`src/design/tilt_gesture_turn_signal_assert.svh`:
```
// Assertion macros shared by the tilt gesture turn signal modules
`ifndef TILT_GESTURE_TURN_SIGNAL_ASSERT_SVH
`define TILT_GESTURE_TURN_SIGNAL_ASSERT_SVH

// property must hold at every clock edge outside reset
`define TGTS_ASSERT(lbl, prop, msg) \
	lbl: assert property (@(posedge clk) disable iff (!arst_n) prop) else $error(msg);

// condition must never be true outside reset
`define TGTS_NEVER(lbl, cond, msg) \
	lbl: assert property (@(posedge clk) disable iff (!arst_n) !(cond)) else $error(msg);

`endif

```
`src/design/tgts_pkg.sv`:
```
// Shared types, constants and the arctangent table of the tilt gesture block
package tgts_pkg;

	localparam int IDX_W      = 5;
	localparam int TABLE_LEN  = 24;
	localparam int SQRT_STEPS = 24;

	localparam logic [1:0]  DIR_NONE   = 2'd0;
	localparam logic [1:0]  DIR_LEFT   = 2'd1;
	localparam logic [1:0]  DIR_RIGHT  = 2'd2;

	localparam logic [14:0] THR_RESET   = 15'd7680;
	localparam logic [22:0] ACC_MAX     = 23'd5898240;
	localparam logic [23:0] ROUND_HALF  = 24'd128;
	localparam logic [14:0] RIGHT_ANGLE = 15'd23040;

	typedef struct packed {
		logic load;
		logic mul;
		logic add;
		logic sqrt_step;
		logic cord_init;
		logic cord_step;
		logic commit;
	} tgts_cmd_t;

	// atan(2^-i) in 1/65536 degree
	function automatic logic [22:0] tgts_atan(input logic [IDX_W-1:0] i);
		logic [22:0] v;
		case (i)
			5'd0: v = 23'd2949120;
			5'd1: v = 23'd1740967;
			5'd2: v = 23'd919879;
			5'd3: v = 23'd466945;
			5'd4: v = 23'd234379;
			5'd5: v = 23'd117304;
			5'd6: v = 23'd58666;
			5'd7: v = 23'd29335;
			5'd8: v = 23'd14668;
			5'd9: v = 23'd7334;
			5'd10: v = 23'd3667;
			5'd11: v = 23'd1833;
			5'd12: v = 23'd917;
			5'd13: v = 23'd458;
			5'd14: v = 23'd229;
			5'd15: v = 23'd115;
			5'd16: v = 23'd57;
			5'd17: v = 23'd29;
			5'd18: v = 23'd14;
			5'd19: v = 23'd7;
			5'd20: v = 23'd4;
			5'd21: v = 23'd2;
			5'd22: v = 23'd1;
			default: v = 23'd0;
		endcase
		return v;
	endfunction

endpackage

```
`src/design/tgts_if.sv`:
```
// Valid/ready channel interfaces for samples and results
interface tgts_in_if;
	logic               valid;
	logic               ready;
	logic               mode;
	logic signed [15:0] accel_x;
	logic signed [15:0] accel_y;
	logic signed [15:0] accel_z;

	modport source (output valid, mode, accel_x, accel_y, accel_z, input ready);
	modport sink (input valid, mode, accel_x, accel_y, accel_z, output ready);
endinterface

interface tgts_out_if;
	logic               valid;
	logic               ready;
	logic               left_lamp;
	logic               right_lamp;
	logic signed [16:0] adjusted_angle;

	modport source (output valid, left_lamp, right_lamp, adjusted_angle, input ready);
	modport sink (input valid, left_lamp, right_lamp, adjusted_angle, output ready);
endinterface

```
`src/design/tgts_ctrl.sv`:
```
// Sequencer for the square root, CORDIC and result handshake
module tgts_ctrl
	import tgts_pkg::*;
#(
	parameter int CORDIC_STEPS = 16
) (
	input  logic             clk,
	input  logic             arst_n,
	input  logic             in_valid,
	output logic             in_ready,
	output logic             out_valid,
	input  logic             out_ready,
	output tgts_cmd_t        cmd,
	output logic [IDX_W-1:0] idx
);

	localparam logic [2:0] S_IDLE  = 3'd0;
	localparam logic [2:0] S_MUL   = 3'd1;
	localparam logic [2:0] S_ADD   = 3'd2;
	localparam logic [2:0] S_SQRT  = 3'd3;
	localparam logic [2:0] S_CINIT = 3'd4;
	localparam logic [2:0] S_CORD  = 3'd5;
	localparam logic [2:0] S_DONE  = 3'd6;

	logic [2:0]       state_q;
	logic [IDX_W-1:0] cnt_q;
	logic             out_valid_q;
	logic             slot_free;

	assign slot_free = !out_valid_q || out_ready;
	assign in_ready  = (state_q == S_IDLE);
	assign out_valid = out_valid_q;
	assign idx       = cnt_q;

	always_comb begin
		cmd           = '0;
		cmd.load      = in_valid && in_ready;
		cmd.mul       = (state_q == S_MUL);
		cmd.add       = (state_q == S_ADD);
		cmd.sqrt_step = (state_q == S_SQRT);
		cmd.cord_init = (state_q == S_CINIT);
		cmd.cord_step = (state_q == S_CORD);
		cmd.commit    = (state_q == S_DONE) && slot_free;
	end

	always_ff @(posedge clk or negedge arst_n) begin
		if (!arst_n) begin
			state_q     <= S_IDLE;
			cnt_q       <= '0;
			out_valid_q <= 1'b0;
		end else begin
			if (cmd.commit)
				out_valid_q <= 1'b1;
			else if (out_ready)
				out_valid_q <= 1'b0;
			case (state_q)
				S_IDLE: begin
					if (cmd.load)
						state_q <= S_MUL;
				end
				S_MUL: state_q <= S_ADD;
				S_ADD: begin
					state_q <= S_SQRT;
					cnt_q   <= '0;
				end
				S_SQRT: begin
					if (cnt_q == IDX_W'(SQRT_STEPS - 1)) begin
						state_q <= S_CINIT;
						cnt_q   <= '0;
					end else begin
						cnt_q <= cnt_q + 1'b1;
					end
				end
				S_CINIT: state_q <= S_CORD;
				S_CORD: begin
					if (cnt_q == IDX_W'(CORDIC_STEPS - 1)) begin
						state_q <= S_DONE;
						cnt_q   <= '0;
					end else begin
						cnt_q <= cnt_q + 1'b1;
					end
				end
				S_DONE: begin
					if (slot_free)
						state_q <= S_IDLE;
				end
				default: state_q <= S_IDLE;
			endcase
		end
	end

	`include "tilt_gesture_turn_signal_assert.svh"

	`TGTS_NEVER(a_commit_blocked, cmd.commit && out_valid_q && !out_ready, "commit over held result")
	`TGTS_ASSERT(a_load_starts, cmd.load |=> state_q == S_MUL, "accepted sample did not start")
	`TGTS_NEVER(a_cord_range, state_q == S_CORD && cnt_q >= IDX_W'(CORDIC_STEPS), "CORDIC index overrun")
	`TGTS_ASSERT(a_commit_shows, cmd.commit |=> out_valid_q, "commit without result valid")

endmodule

```
`src/design/tgts_dp.sv`:
```
// Datapath: squares, digit-by-digit root, vectoring CORDIC and gesture state
module tgts_dp
	import tgts_pkg::*;
(
	input  logic               clk,
	input  logic               arst_n,
	input  tgts_cmd_t          cmd,
	input  logic [IDX_W-1:0]   idx,
	input  logic               cfg_we,
	input  logic [14:0]        cfg_wdata,
	input  logic               in_mode,
	input  logic signed [15:0] in_x,
	input  logic signed [15:0] in_y,
	input  logic signed [15:0] in_z,
	output logic               left_lamp,
	output logic               right_lamp,
	output logic signed [16:0] adjusted_angle
);

	logic               mode_q;
	logic               neg_q;
	logic [16:0]        mx_q;
	logic signed [15:0] ay_q;
	logic signed [15:0] az_q;
	logic [30:0]        ysq_q;
	logic [30:0]        zsq_q;
	logic [47:0]        rad_q;
	logic [25:0]        rem_q;
	logic [23:0]        root_q;
	logic signed [26:0] vx_q;
	logic signed [26:0] vy_q;
	logic signed [24:0] acc_q;
	logic [1:0]         dir_q;
	logic               pm_q;
	logic signed [15:0] offset_q;
	logic [14:0]        thr_q;
	logic signed [16:0] adj_q;

	logic signed [16:0] x_ext;
	logic signed [16:0] x_neg;
	logic signed [31:0] ysq;
	logic signed [31:0] zsq;
	logic [31:0]        sq_sum;
	logic [27:0]        rem_sh;
	logic [27:0]        trial;
	logic               take;
	logic [27:0]        rem_sub;
	logic signed [26:0] vx_sh;
	logic signed [26:0] vy_sh;
	logic signed [24:0] atan_ext;
	logic [22:0]        acc_cl;
	logic [23:0]        rnd_sum;
	logic [14:0]        mag;
	logic signed [15:0] mag_s;
	logic signed [15:0] pitch;
	logic signed [16:0] adj;
	logic signed [17:0] adj_w;
	logic signed [17:0] thr_w;
	logic               above;
	logic               below;

	assign x_ext = {in_x[15], in_x};
	assign x_neg = -x_ext;
	assign ysq   = ay_q * ay_q;
	assign zsq   = az_q * az_q;
	assign sq_sum = {1'b0, ysq_q} + {1'b0, zsq_q};

	assign rem_sh  = {rem_q, rad_q[47:46]};
	assign trial   = {2'b00, root_q, 2'b01};
	assign take    = (rem_sh >= trial);
	assign rem_sub = rem_sh - trial;

	assign vx_sh    = vx_q >>> idx;
	assign vy_sh    = vy_q >>> idx;
	assign atan_ext = signed'({2'b00, tgts_atan(idx)});

	always_comb begin
		if (acc_q[24])
			acc_cl = '0;
		else if (acc_q[23:0] > {1'b0, ACC_MAX})
			acc_cl = ACC_MAX;
		else
			acc_cl = acc_q[22:0];
		rnd_sum = {1'b0, acc_cl} + ROUND_HALF;
		if (mx_q == '0)
			mag = '0;
		else if (root_q == '0)
			mag = RIGHT_ANGLE;
		else
			mag = rnd_sum[22:8];
		mag_s = signed'({1'b0, mag});
		pitch = neg_q ? -mag_s : mag_s;
		adj   = {pitch[15], pitch} - {offset_q[15], offset_q};
		adj_w = {adj[16], adj};
		thr_w = signed'({3'b000, thr_q});
		above = (adj_w > thr_w);
		below = (adj_w < -thr_w);
	end

	always_ff @(posedge clk) begin
		if (cmd.load) begin
			mode_q <= in_mode;
			neg_q  <= in_x[15];
			mx_q   <= in_x[15] ? x_neg : x_ext;
			ay_q   <= in_y;
			az_q   <= in_z;
		end
		if (cmd.mul) begin
			ysq_q <= ysq[30:0];
			zsq_q <= zsq[30:0];
		end
		if (cmd.add) begin
			rad_q  <= {sq_sum[31:0], 16'h0000};
			rem_q  <= '0;
			root_q <= '0;
		end
		if (cmd.sqrt_step) begin
			rad_q <= {rad_q[45:0], 2'b00};
			if (take) begin
				rem_q  <= rem_sub[25:0];
				root_q <= {root_q[22:0], 1'b1};
			end else begin
				rem_q  <= rem_sh[25:0];
				root_q <= {root_q[22:0], 1'b0};
			end
		end
		if (cmd.cord_init) begin
			vx_q  <= signed'({3'b000, root_q});
			vy_q  <= signed'({2'b00, mx_q, 8'h00});
			acc_q <= '0;
		end
		if (cmd.cord_step) begin
			if (vy_q > 27'sd0) begin
				vx_q  <= vx_q + vy_sh;
				vy_q  <= vy_q - vx_sh;
				acc_q <= acc_q + atan_ext;
			end else begin
				vx_q  <= vx_q - vy_sh;
				vy_q  <= vy_q + vx_sh;
				acc_q <= acc_q - atan_ext;
			end
		end
		if (cmd.commit)
			adj_q <= mode_q ? '0 : adj;
	end

	always_ff @(posedge clk or negedge arst_n) begin
		if (!arst_n) begin
			dir_q    <= DIR_NONE;
			pm_q     <= 1'b0;
			offset_q <= '0;
			thr_q    <= THR_RESET;
		end else begin
			if (cfg_we)
				thr_q <= cfg_wdata;
			if (cmd.commit) begin
				if (mode_q) begin
					offset_q <= pitch;
				end else if (above) begin
					if (pm_q && dir_q == DIR_LEFT) begin
						dir_q <= DIR_NONE;
						pm_q  <= 1'b0;
					end else if (pm_q && dir_q == DIR_NONE) begin
						dir_q <= DIR_LEFT;
						pm_q  <= 1'b0;
					end
				end else if (below) begin
					if (pm_q && dir_q == DIR_RIGHT) begin
						dir_q <= DIR_NONE;
						pm_q  <= 1'b0;
					end else if (pm_q && dir_q == DIR_NONE) begin
						dir_q <= DIR_RIGHT;
						pm_q  <= 1'b0;
					end
				end else begin
					pm_q <= 1'b1;
				end
			end
		end
	end

	assign left_lamp      = (dir_q == DIR_LEFT);
	assign right_lamp     = (dir_q == DIR_RIGHT);
	assign adjusted_angle = adj_q;

	`include "tilt_gesture_turn_signal_assert.svh"

	`TGTS_ASSERT(a_cal_zero, cmd.commit && mode_q |=> adj_q == 17'sd0, "calibrate result not zero")

endmodule

```
`src/design/tilt_gesture_turn_signal.sv`:
```
// A sample accepted in idle passes through the square, sum, square root, CORDIC init and CORDIC
// iteration states to the commit; no new sample is taken until the previous one is committed.
// The one-bit-per-cycle square root is followed by the shared CORDIC iteration.
// A new sample is taken while the previous result still waits on the output register.
// Reset: asynchronous, clears lamps, middle-band flag and offset; threshold returns to 7680.
module tilt_gesture_turn_signal
	import tgts_pkg::*;
#(
	parameter int CORDIC_STEPS = 16
) (
	input  logic        clk,
	input  logic        arst_n,
	input  logic        cfg_we,
	input  logic [14:0] cfg_wdata,
	tgts_in_if.sink     sample,
	tgts_out_if.source  result
);

	tgts_cmd_t        cmd;
	logic [IDX_W-1:0] idx;

	tgts_ctrl #(
		.CORDIC_STEPS(CORDIC_STEPS)
	) u_ctrl (
		.clk      (clk),
		.arst_n   (arst_n),
		.in_valid (sample.valid),
		.in_ready (sample.ready),
		.out_valid(result.valid),
		.out_ready(result.ready),
		.cmd      (cmd),
		.idx      (idx)
	);

	tgts_dp u_dp (
		.clk           (clk),
		.arst_n        (arst_n),
		.cmd           (cmd),
		.idx           (idx),
		.cfg_we        (cfg_we),
		.cfg_wdata     (cfg_wdata),
		.in_mode       (sample.mode),
		.in_x          (sample.accel_x),
		.in_y          (sample.accel_y),
		.in_z          (sample.accel_z),
		.left_lamp     (result.left_lamp),
		.right_lamp    (result.right_lamp),
		.adjusted_angle(result.adjusted_angle)
	);

endmodule

```
`src/flat_wrapper.sv`:
```
// flat-port wrapper written by rule: the top's interface ports become plain ports
module tilt_gesture_turn_signal_flat import tgts_pkg::*;
#(
	parameter int CORDIC_STEPS = 16
)
  (clk, arst_n, cfg_we, cfg_wdata, sample_valid, sample_mode, sample_accel_x, sample_accel_y, sample_accel_z, sample_ready, result_valid, result_left_lamp, result_right_lamp, result_adjusted_angle, result_ready);
  tgts_in_if sample_i ();
  tgts_out_if result_i ();
  input  logic clk;
  input  logic arst_n;
  input  logic cfg_we;
  input  logic [14:0] cfg_wdata;
  input wire logic [$bits(sample_i.valid)-1:0] sample_valid;
  input wire logic [$bits(sample_i.mode)-1:0] sample_mode;
  input wire logic [$bits(sample_i.accel_x)-1:0] sample_accel_x;
  input wire logic [$bits(sample_i.accel_y)-1:0] sample_accel_y;
  input wire logic [$bits(sample_i.accel_z)-1:0] sample_accel_z;
  output wire logic [$bits(sample_i.ready)-1:0] sample_ready;
  output wire logic [$bits(result_i.valid)-1:0] result_valid;
  output wire logic [$bits(result_i.left_lamp)-1:0] result_left_lamp;
  output wire logic [$bits(result_i.right_lamp)-1:0] result_right_lamp;
  output wire logic [$bits(result_i.adjusted_angle)-1:0] result_adjusted_angle;
  input wire logic [$bits(result_i.ready)-1:0] result_ready;
  assign sample_i.valid = sample_valid;
  assign sample_i.mode = sample_mode;
  assign sample_i.accel_x = sample_accel_x;
  assign sample_i.accel_y = sample_accel_y;
  assign sample_i.accel_z = sample_accel_z;
  assign sample_ready = sample_i.ready;
  assign result_valid = result_i.valid;
  assign result_left_lamp = result_i.left_lamp;
  assign result_right_lamp = result_i.right_lamp;
  assign result_adjusted_angle = result_i.adjusted_angle;
  assign result_i.ready = result_ready;
  tilt_gesture_turn_signal #(.CORDIC_STEPS(CORDIC_STEPS)) u_core (.clk(clk), .arst_n(arst_n), .cfg_we(cfg_we), .cfg_wdata(cfg_wdata), .sample(sample_i), .result(result_i));
endmodule
```
`config.mk`:
```
export PLATFORM = sky130hd
export DESIGN_NAME = tilt_gesture_turn_signal_flat
export DESIGN_NICKNAME = d
export VERILOG_FILES = /design/src/design/tgts_pkg.sv /design/src/design/tgts_if.sv /design/src/design/tgts_ctrl.sv /design/src/design/tgts_dp.sv /design/src/design/tilt_gesture_turn_signal.sv /design/src/flat_wrapper.sv
export VERILOG_INCLUDE_DIRS = /design/src /design/src/design
export SDC_FILE = /design/constraint.sdc
export NUM_CORES = 2
export LEC_CHECK = 0
export BUFFER_PORTS_ARGS = -buffer_cell sky130_fd_sc_hd__buf_4
export CORE_UTILIZATION = 45
export DETAILED_ROUTE_END_ITERATION = 6
export PLACE_DENSITY = 0.73
export SKIP_CTS_REPAIR_TIMING = 1
export SYNTH_ARGS = -nofsm -noshare
export SYNTH_HDL_FRONTEND = slang
export SYNTH_SLANG_ARGS = --single-unit
```
`constraint.sdc`:
```
create_clock -name clk -period 5.9 [get_ports clk]
set_input_delay 1.475 -clock clk [delete_from_list [all_inputs] [get_ports clk]]
set_output_delay 1.475 -clock clk [all_outputs]
set_load 0.02 [all_outputs]
```
# --- Yosys cells after proc, flatten, opt, wreduce, memory -nomap -nowiden ---
# Memory sizes are Yosys's and may differ from the RTL's.
# Cells that the tools add are included.
# Widths: inputs -> output; s select.
op_classes:
  add_sub_neg: 14
  n_mul: 2
  magnitude_cmp: 5
  n_eq_ne: 15
  n_shift: 2
  n_mux: 44
  n_bitwise: 1
  n_reduce_logical: 21
op_table:
  columns: ["cell", "n"]
  rows:
  - ["$mux 27", 6]
  - ["$mux 48", 2]
  - ["$mux 26", 3]
  - ["$mux 25", 3]
  - ["$mul 16x16->31", 2]
  - ["$add 27x27->27", 2]
  - ["$sshr 27x5->27", 2]
  - ["$sub 27x27->27", 2]
  - ["$mux 24", 2]
  - ["$mux 23", 2]
  - ["$mux 15", 3]
  - ["$add 31x31->32", 1]
  - ["$ge 28x26->1", 1]
  - ["$gt 27x1->1 const B", 1]
  - ["$sub 26x26->26", 1]
  - ["$add 25x24->25", 1]
  - ["$sub 25x24->25", 1]
  - ["$gt 24x23->1 const B", 1]
  - ["$logic_not 24->1", 1]
  - ["$add 23x8->23 const B", 1]
  - ["$pmux 3 s7", 1]
  - ["$lt 17x18->1", 1]
  - ["$neg 15->18", 1]
  - ["$gt 17x16->1", 1]
  - ["other kinds (32)", 62]
totals:
  regBits: 334
  romBits: 704
  input_bits: 69
  output_inout_bits: 21
  mem_count: 1
memory_table:
  columns: ["name", "depth", "width", "rd", "rd_ports_with_merged_regs", "wr", "line", "source"]
  rows:
  - ["(no name shown)", 32, 22, 1, 0, 0, "tgts_pkg.sv:30", "case (i)"]

# --- Logic depth before layout (Yosys ltp) ---
logic_depth:
  depth_word: 12
  ltp_mapped: 32
  mapped_depth_nobuf: 31

# --- By module ---
# Synthesis repeated with hierarchy kept, for this count alone.
unflattened:
  hier_cells: 4530
  area_unflattened_um2: 43255.2
modules_own_cells:
  columns: ["module", "instances", "cells_each", "area_per_inst_um2", "seq_area_each_um2"]
  rows:
  - ["tgts_dp", 1, 4463, 42625.9, 9534.1]
  - ["tgts_ctrl", 1, 67, 629.4, 225.2]

# --- Worst setup path after synthesis ---
# OpenSTA, ideal clock, no wires.
synth_path:
  path_type: "register to register"
  startpoint: "register u_core.u_dp.az_q[15]"
  endpoint: "register u_core.u_dp.zsq_q[30] (data pin)"
  setup_ns: 0.261
  t_arrival_ns: 6.271
  required_ns: 5.639
  path_slack_ns: -0.632
  path_stages_with_launch: 21
  n_path_buf: 2
  cell_sequence: "edfxtp_1 clkbuf_1 inv_1 clkbuf_1 nor2_1 fa_1 fa_1 inv_1 fa_1 inv_1 fa_1 fa_1 fa_1 ha_1 a21oi_1 o21ai_0 a21oi_1 a31oi_1 o2111ai_1 a31oi_1 a311o_1"
synth_via:
  elab_chain_len: 1
synth_lines:
  columns: ["item", "line", "source"]
  rows:
  - ["start: declaration", "tgts_dp.sv:24", "logic signed [15:0] az_q;"]
  - ["start signal: assignment", "tgts_dp.sv:106", "az_q <= in_z;"]
  - ["$mul 16x16->31", "tgts_dp.sv:65", "assign zsq = az_q * az_q;"]
  - ["named net u_core.u_dp.zsq[30]", "tgts_dp.sv:42", "logic signed [31:0] zsq;"]
  - ["end signal: assignment", "tgts_dp.sv:110", "zsq_q <= zsq[30:0];"]
  - ["end: declaration", "tgts_dp.sv:26", "logic [30:0] zsq_q;"]
# The timed path passes the listed nets, and every way through them passes these cells.
# A chain may end at the register's enable or synchronous reset.

# --- Worst setup path after layout ---
layout_path:
  startpoint: "register u_core.u_dp.ay_q[7]"
  endpoint: "register u_core.u_dp.ysq_q[30] (data pin)"
layout_via:
  elab_chain_len: 1
layout_lines:
  columns: ["item", "line", "source"]
  rows:
  - ["start: declaration", "tgts_dp.sv:23", "logic signed [15:0] ay_q;"]
  - ["start signal: assignment", "tgts_dp.sv:105", "ay_q <= in_y;"]
  - ["$mul 16x16->31", "tgts_dp.sv:64", "assign ysq = ay_q * ay_q;"]
  - ["named net u_core.u_dp.ysq[30]", "tgts_dp.sv:41", "logic signed [31:0] ysq;"]
  - ["end signal: assignment", "tgts_dp.sv:109", "ysq_q <= ysq[30:0];"]
  - ["end: declaration", "tgts_dp.sv:25", "logic [30:0] ysq_q;"]
# The timed path passes the listed nets, and every way through them passes these cells.

==> impl_metrics.csv <==
group,metric,value,unit
die,die-height,314,um
die,core-area,96700,um^2
drt,post_drt_wl_per_cell,17.4,um
job,max-cap-violations,0,
timing,fin_crit_sh,106,%
global_routing,antenna_found_initial,0,
setup_path,cp_max_fo,4,
clocking,htreeDepth,2,
placement,portBuffers,89,
synth,avgSynthCellArea,9.44,um^2
global_routing,grt_util_all_layers,22.6,%
cells_and_area,drive_above_1_share,21.4,%
die,die_w,314,um
run_status,violations,"setup timing",
setup_path,startpoint_type,"register",
cells_and_area,insertedDiodeCount,0,
synth,yosysSeqAreaShare,22.2,%
synth,ys_seq_elements,332,
clocking,clkLatencyLatePin,0.64,ns
synth,synth_edf_count,289,
synth,netlist_instances,4648,
timing,tightest_slew,1.15,ns
timing,hold_viol,0,
clocking,clockRootBuffer,"clkbuf_16",
cells_and_area,final_nets,6090,
placement,gp_congestion,0.943,
clocking,cts_buffers,42,
setup_path,worstSetupPathType,"reg -> reg",
placement,place_area,49500,um^2
synth,syn-num-nets,5549,
die,initial_utilization,45.4,%
run_status,status,"finished with violations",
global_routing,grt_pass1_vias,36100,
drt,dr.pass1.iters,6,
clocking,clk_pin_slew_worst_paths,0.06,ns
drt,ant_nets,0,
placement,dpl.hpwl,89.1,mm
synth,synth_cell_types,94,
synth,synth.area.top_cells,"fa_1 21%, edfxtp_1 20%, ha_1 10%",
timing,min_period,6.28,ns
setup_path,critPathArrivalTime,6.61,ns
drt,viasPerCell,5.50,
die,num_rows,114,
drt,drt_iter0_markers,2539,
global_routing,grt_pass1_wl,182,mm
die,io_pins,90,
timing,rsz0062_at_grt,"yes",
clocking,cts_buffer_depth,3,
clocking,cts.sinks,332,
synth,synth_top_area_cell,"fa_1",
die,die-area,98800,um^2
timing,setup_viol,17,
synth,ys_async_sr_fraction,13.0,%
global_routing,grt_max_degree,83,
cells_and_area,syn_to_final_growth,20.1,%
synth,synth_top_area_share,21.4,%
timing,timing.fmax,159,MHz
drt,drc,0,
cells_and_area,postLayoutCellArea,52700,um^2
synth,ys_warn_count,0,
timing,slew_headroom,23.1,%
synth,ys_dominant_reg_cell,"edfxtp_1",
synth,synth_area,43900,um^2
setup_path,crit_path_end_kind,"register",
global_routing,overflow,0,
timing,slew_viol_final,0,
timing,fin_worst_skew,0.0518,ns
clocking,cts_tree,"yes",
setup_path,critPathRequiredTime,6.23,ns
hold_path,hp-class,"reg -> reg",
drt,vias,35700,
drt,wirelength,113,mm
timing,finalWorstSetupSlack,-0.376,ns
==> metrics by stage <==
step / TNS, ns / worst slack [ns] / cells / utilization [%] / hold WS (ns)
after floorplan: -0.377 / -0.169 / 4648 / - / 0.446
after global placement: -2.99 / -0.440 / 6344 / 51.2 / 0.467
after detailed placement: -4.60 / -0.659 / 6344 / 51.2 / 0.472
after CTS: -5.35 / -0.706 / 6419 / 52.7 / 0.486
after global routing: -7.37 / -0.666 / 6496 / 54.5 / 0.517
final: -2.89 / -0.376 / 6496 / 54.5 / 0.479
==> cell usage after synthesis (all sizes together), types with 41 or more instances <==
cell type / instances
a21o: 76
nor2: 309
xnor2: 185
edfxtp: 289
nor2b: 55
nor3: 73
xor2: 119
nand2: 392
mux4: 58
nand2b: 50
a31oi: 41
ha: 363
and2: 128
o21ai: 192
nand3: 63
inv: 704
a21oi: 246
fa: 469
clkbuf: 129
mux2i: 79
==> routing by layer <==
metal  track usage, %  wire, um  up-vias
li1                 -         -    16900
met3             2.76      5510      209
met5                0         0        -
met4             6.86      3670        0
met1             29.2     47200    17700
met2             39.5     56400      907
==> final cells by class <==
| cell class | instances | area (um^2) |
|---|---|---|
| fill | 8339 | 44000 |
| timing repair buffer | 662 | 5220 |
| inverter | 706 | 2650 |
| clock inverter | 28 | 333 |
| sequential | 332 | 9770 |
| multi-input combinational | 3445 | 32100 |
| tap | 1276 | 1600 |
| clock buffer | 47 | 1070 |
==> critical path, cell delays in order (launching register included) <==
cell       delay [ns]
edfxtp_1         0.48
inv_2            0.11
fa_1             0.58
inv_2            0.05
fa_1             0.54
inv_2            0.05
fa_1             0.54
inv_2            0.04
fa_1             0.53
inv_1            0.05
fa_1             0.49
inv_2            0.04
fa_1             0.54
ha_4             0.21
a21o_1           0.21
a21oi_2          0.20
nor3b_4          0.26
a211o_1          0.22
a21boi_4         0.10
o41ai_4          0.36
o2111ai_1        0.15
a21oi_1          0.19
xnor2_1          0.10
==> cell usage in the layout, fill, tap and decap left out, types with 23 or more instances in the layout <==
master / instances
nor2_1: 289
and3_1: 32
o21bai_1: 26
a211oi_1: 28
xor2_1: 118
nand3_1: 61
buf_4: 611
nand2_1: 362
xnor2_1: 177
edfxtp_1: 289
a21o_1: 76
a21oi_2: 28
o211ai_1: 23
nor2b_1: 53
nor3_1: 68
clkbuf_16: 42
fa_1: 454
or3_1: 24
a21oi_1: 217
o21ai_0: 162
nand4_1: 33
nand2b_1: 49
dfrtp_1: 36
nor4_1: 26
o21a_1: 36
buf_6: 43
mux2i_1: 74
and2_1: 114
a31oi_1: 35
inv_2: 38
ha_1: 335
mux4_2: 58
inv_1: 665
==> sequential cells by signal, summed over array words and instances (netlist names) <==
name                        flops
u_core.u_dp.vx_q               27
u_core.u_dp.ay_q               16
u_core.u_dp.ysq_q              30
u_core.u_dp.acc_q              25
u_core.u_dp.neg_q               1
u_core.u_dp.adjusted_angle     17
u_core.u_dp.rad_q              32
u_core.u_dp.root_q             24
u_core.u_dp.zsq_q              30
u_core.u_dp.vy_q               27
u_core.u_ctrl.idx               5
u_core.u_ctrl.out_valid         1
u_core.u_ctrl.state_q           3
u_core.u_dp.dir_q               2
u_core.u_dp.offset_q           16
u_core.u_dp.rem_q              26
u_core.u_dp.thr_q              15
u_core.u_dp.az_q               16
u_core.u_dp.pm_q                1
u_core.u_dp.mx_q               17
u_core.u_dp.mode_q              1
==> final timing paths <==
path                                     startpoint                        to  slack [ns]  cells after the start
setup / recovery                u_core.u_dp.ay_q[7]     u_core.u_dp.ysq_q[30]       -0.38                     22
hold / removal             u_core.u_dp.offset_q[15]  u_core.u_dp.offset_q[15]        0.48                      2
setup reg to reg                u_core.u_dp.ay_q[7]     u_core.u_dp.ysq_q[30]       -0.38                     22
hold reg to reg            u_core.u_dp.offset_q[15]  u_core.u_dp.offset_q[15]        0.48                      2
max in group asynchronous                    arst_n      u_core.u_ctrl.idx[0]        4.55                      1
min in group asynchronous                    arst_n      u_core.u_dp.thr_q[3]        0.87                      1
==> kinds of logic after synthesis <==
logic type | synth area share (%)
compound gates | 12.8
other cells | 0.00854
mux | 5.38
flops | 22.2
simple gates | 14.1
fa+ha+maj | 31.7
xor+xnor | 6.07
buf+inv | 7.64
Power is not shown: default switching activity piles up to over one toggle a cycle in this logic, so the estimate is an artifact.
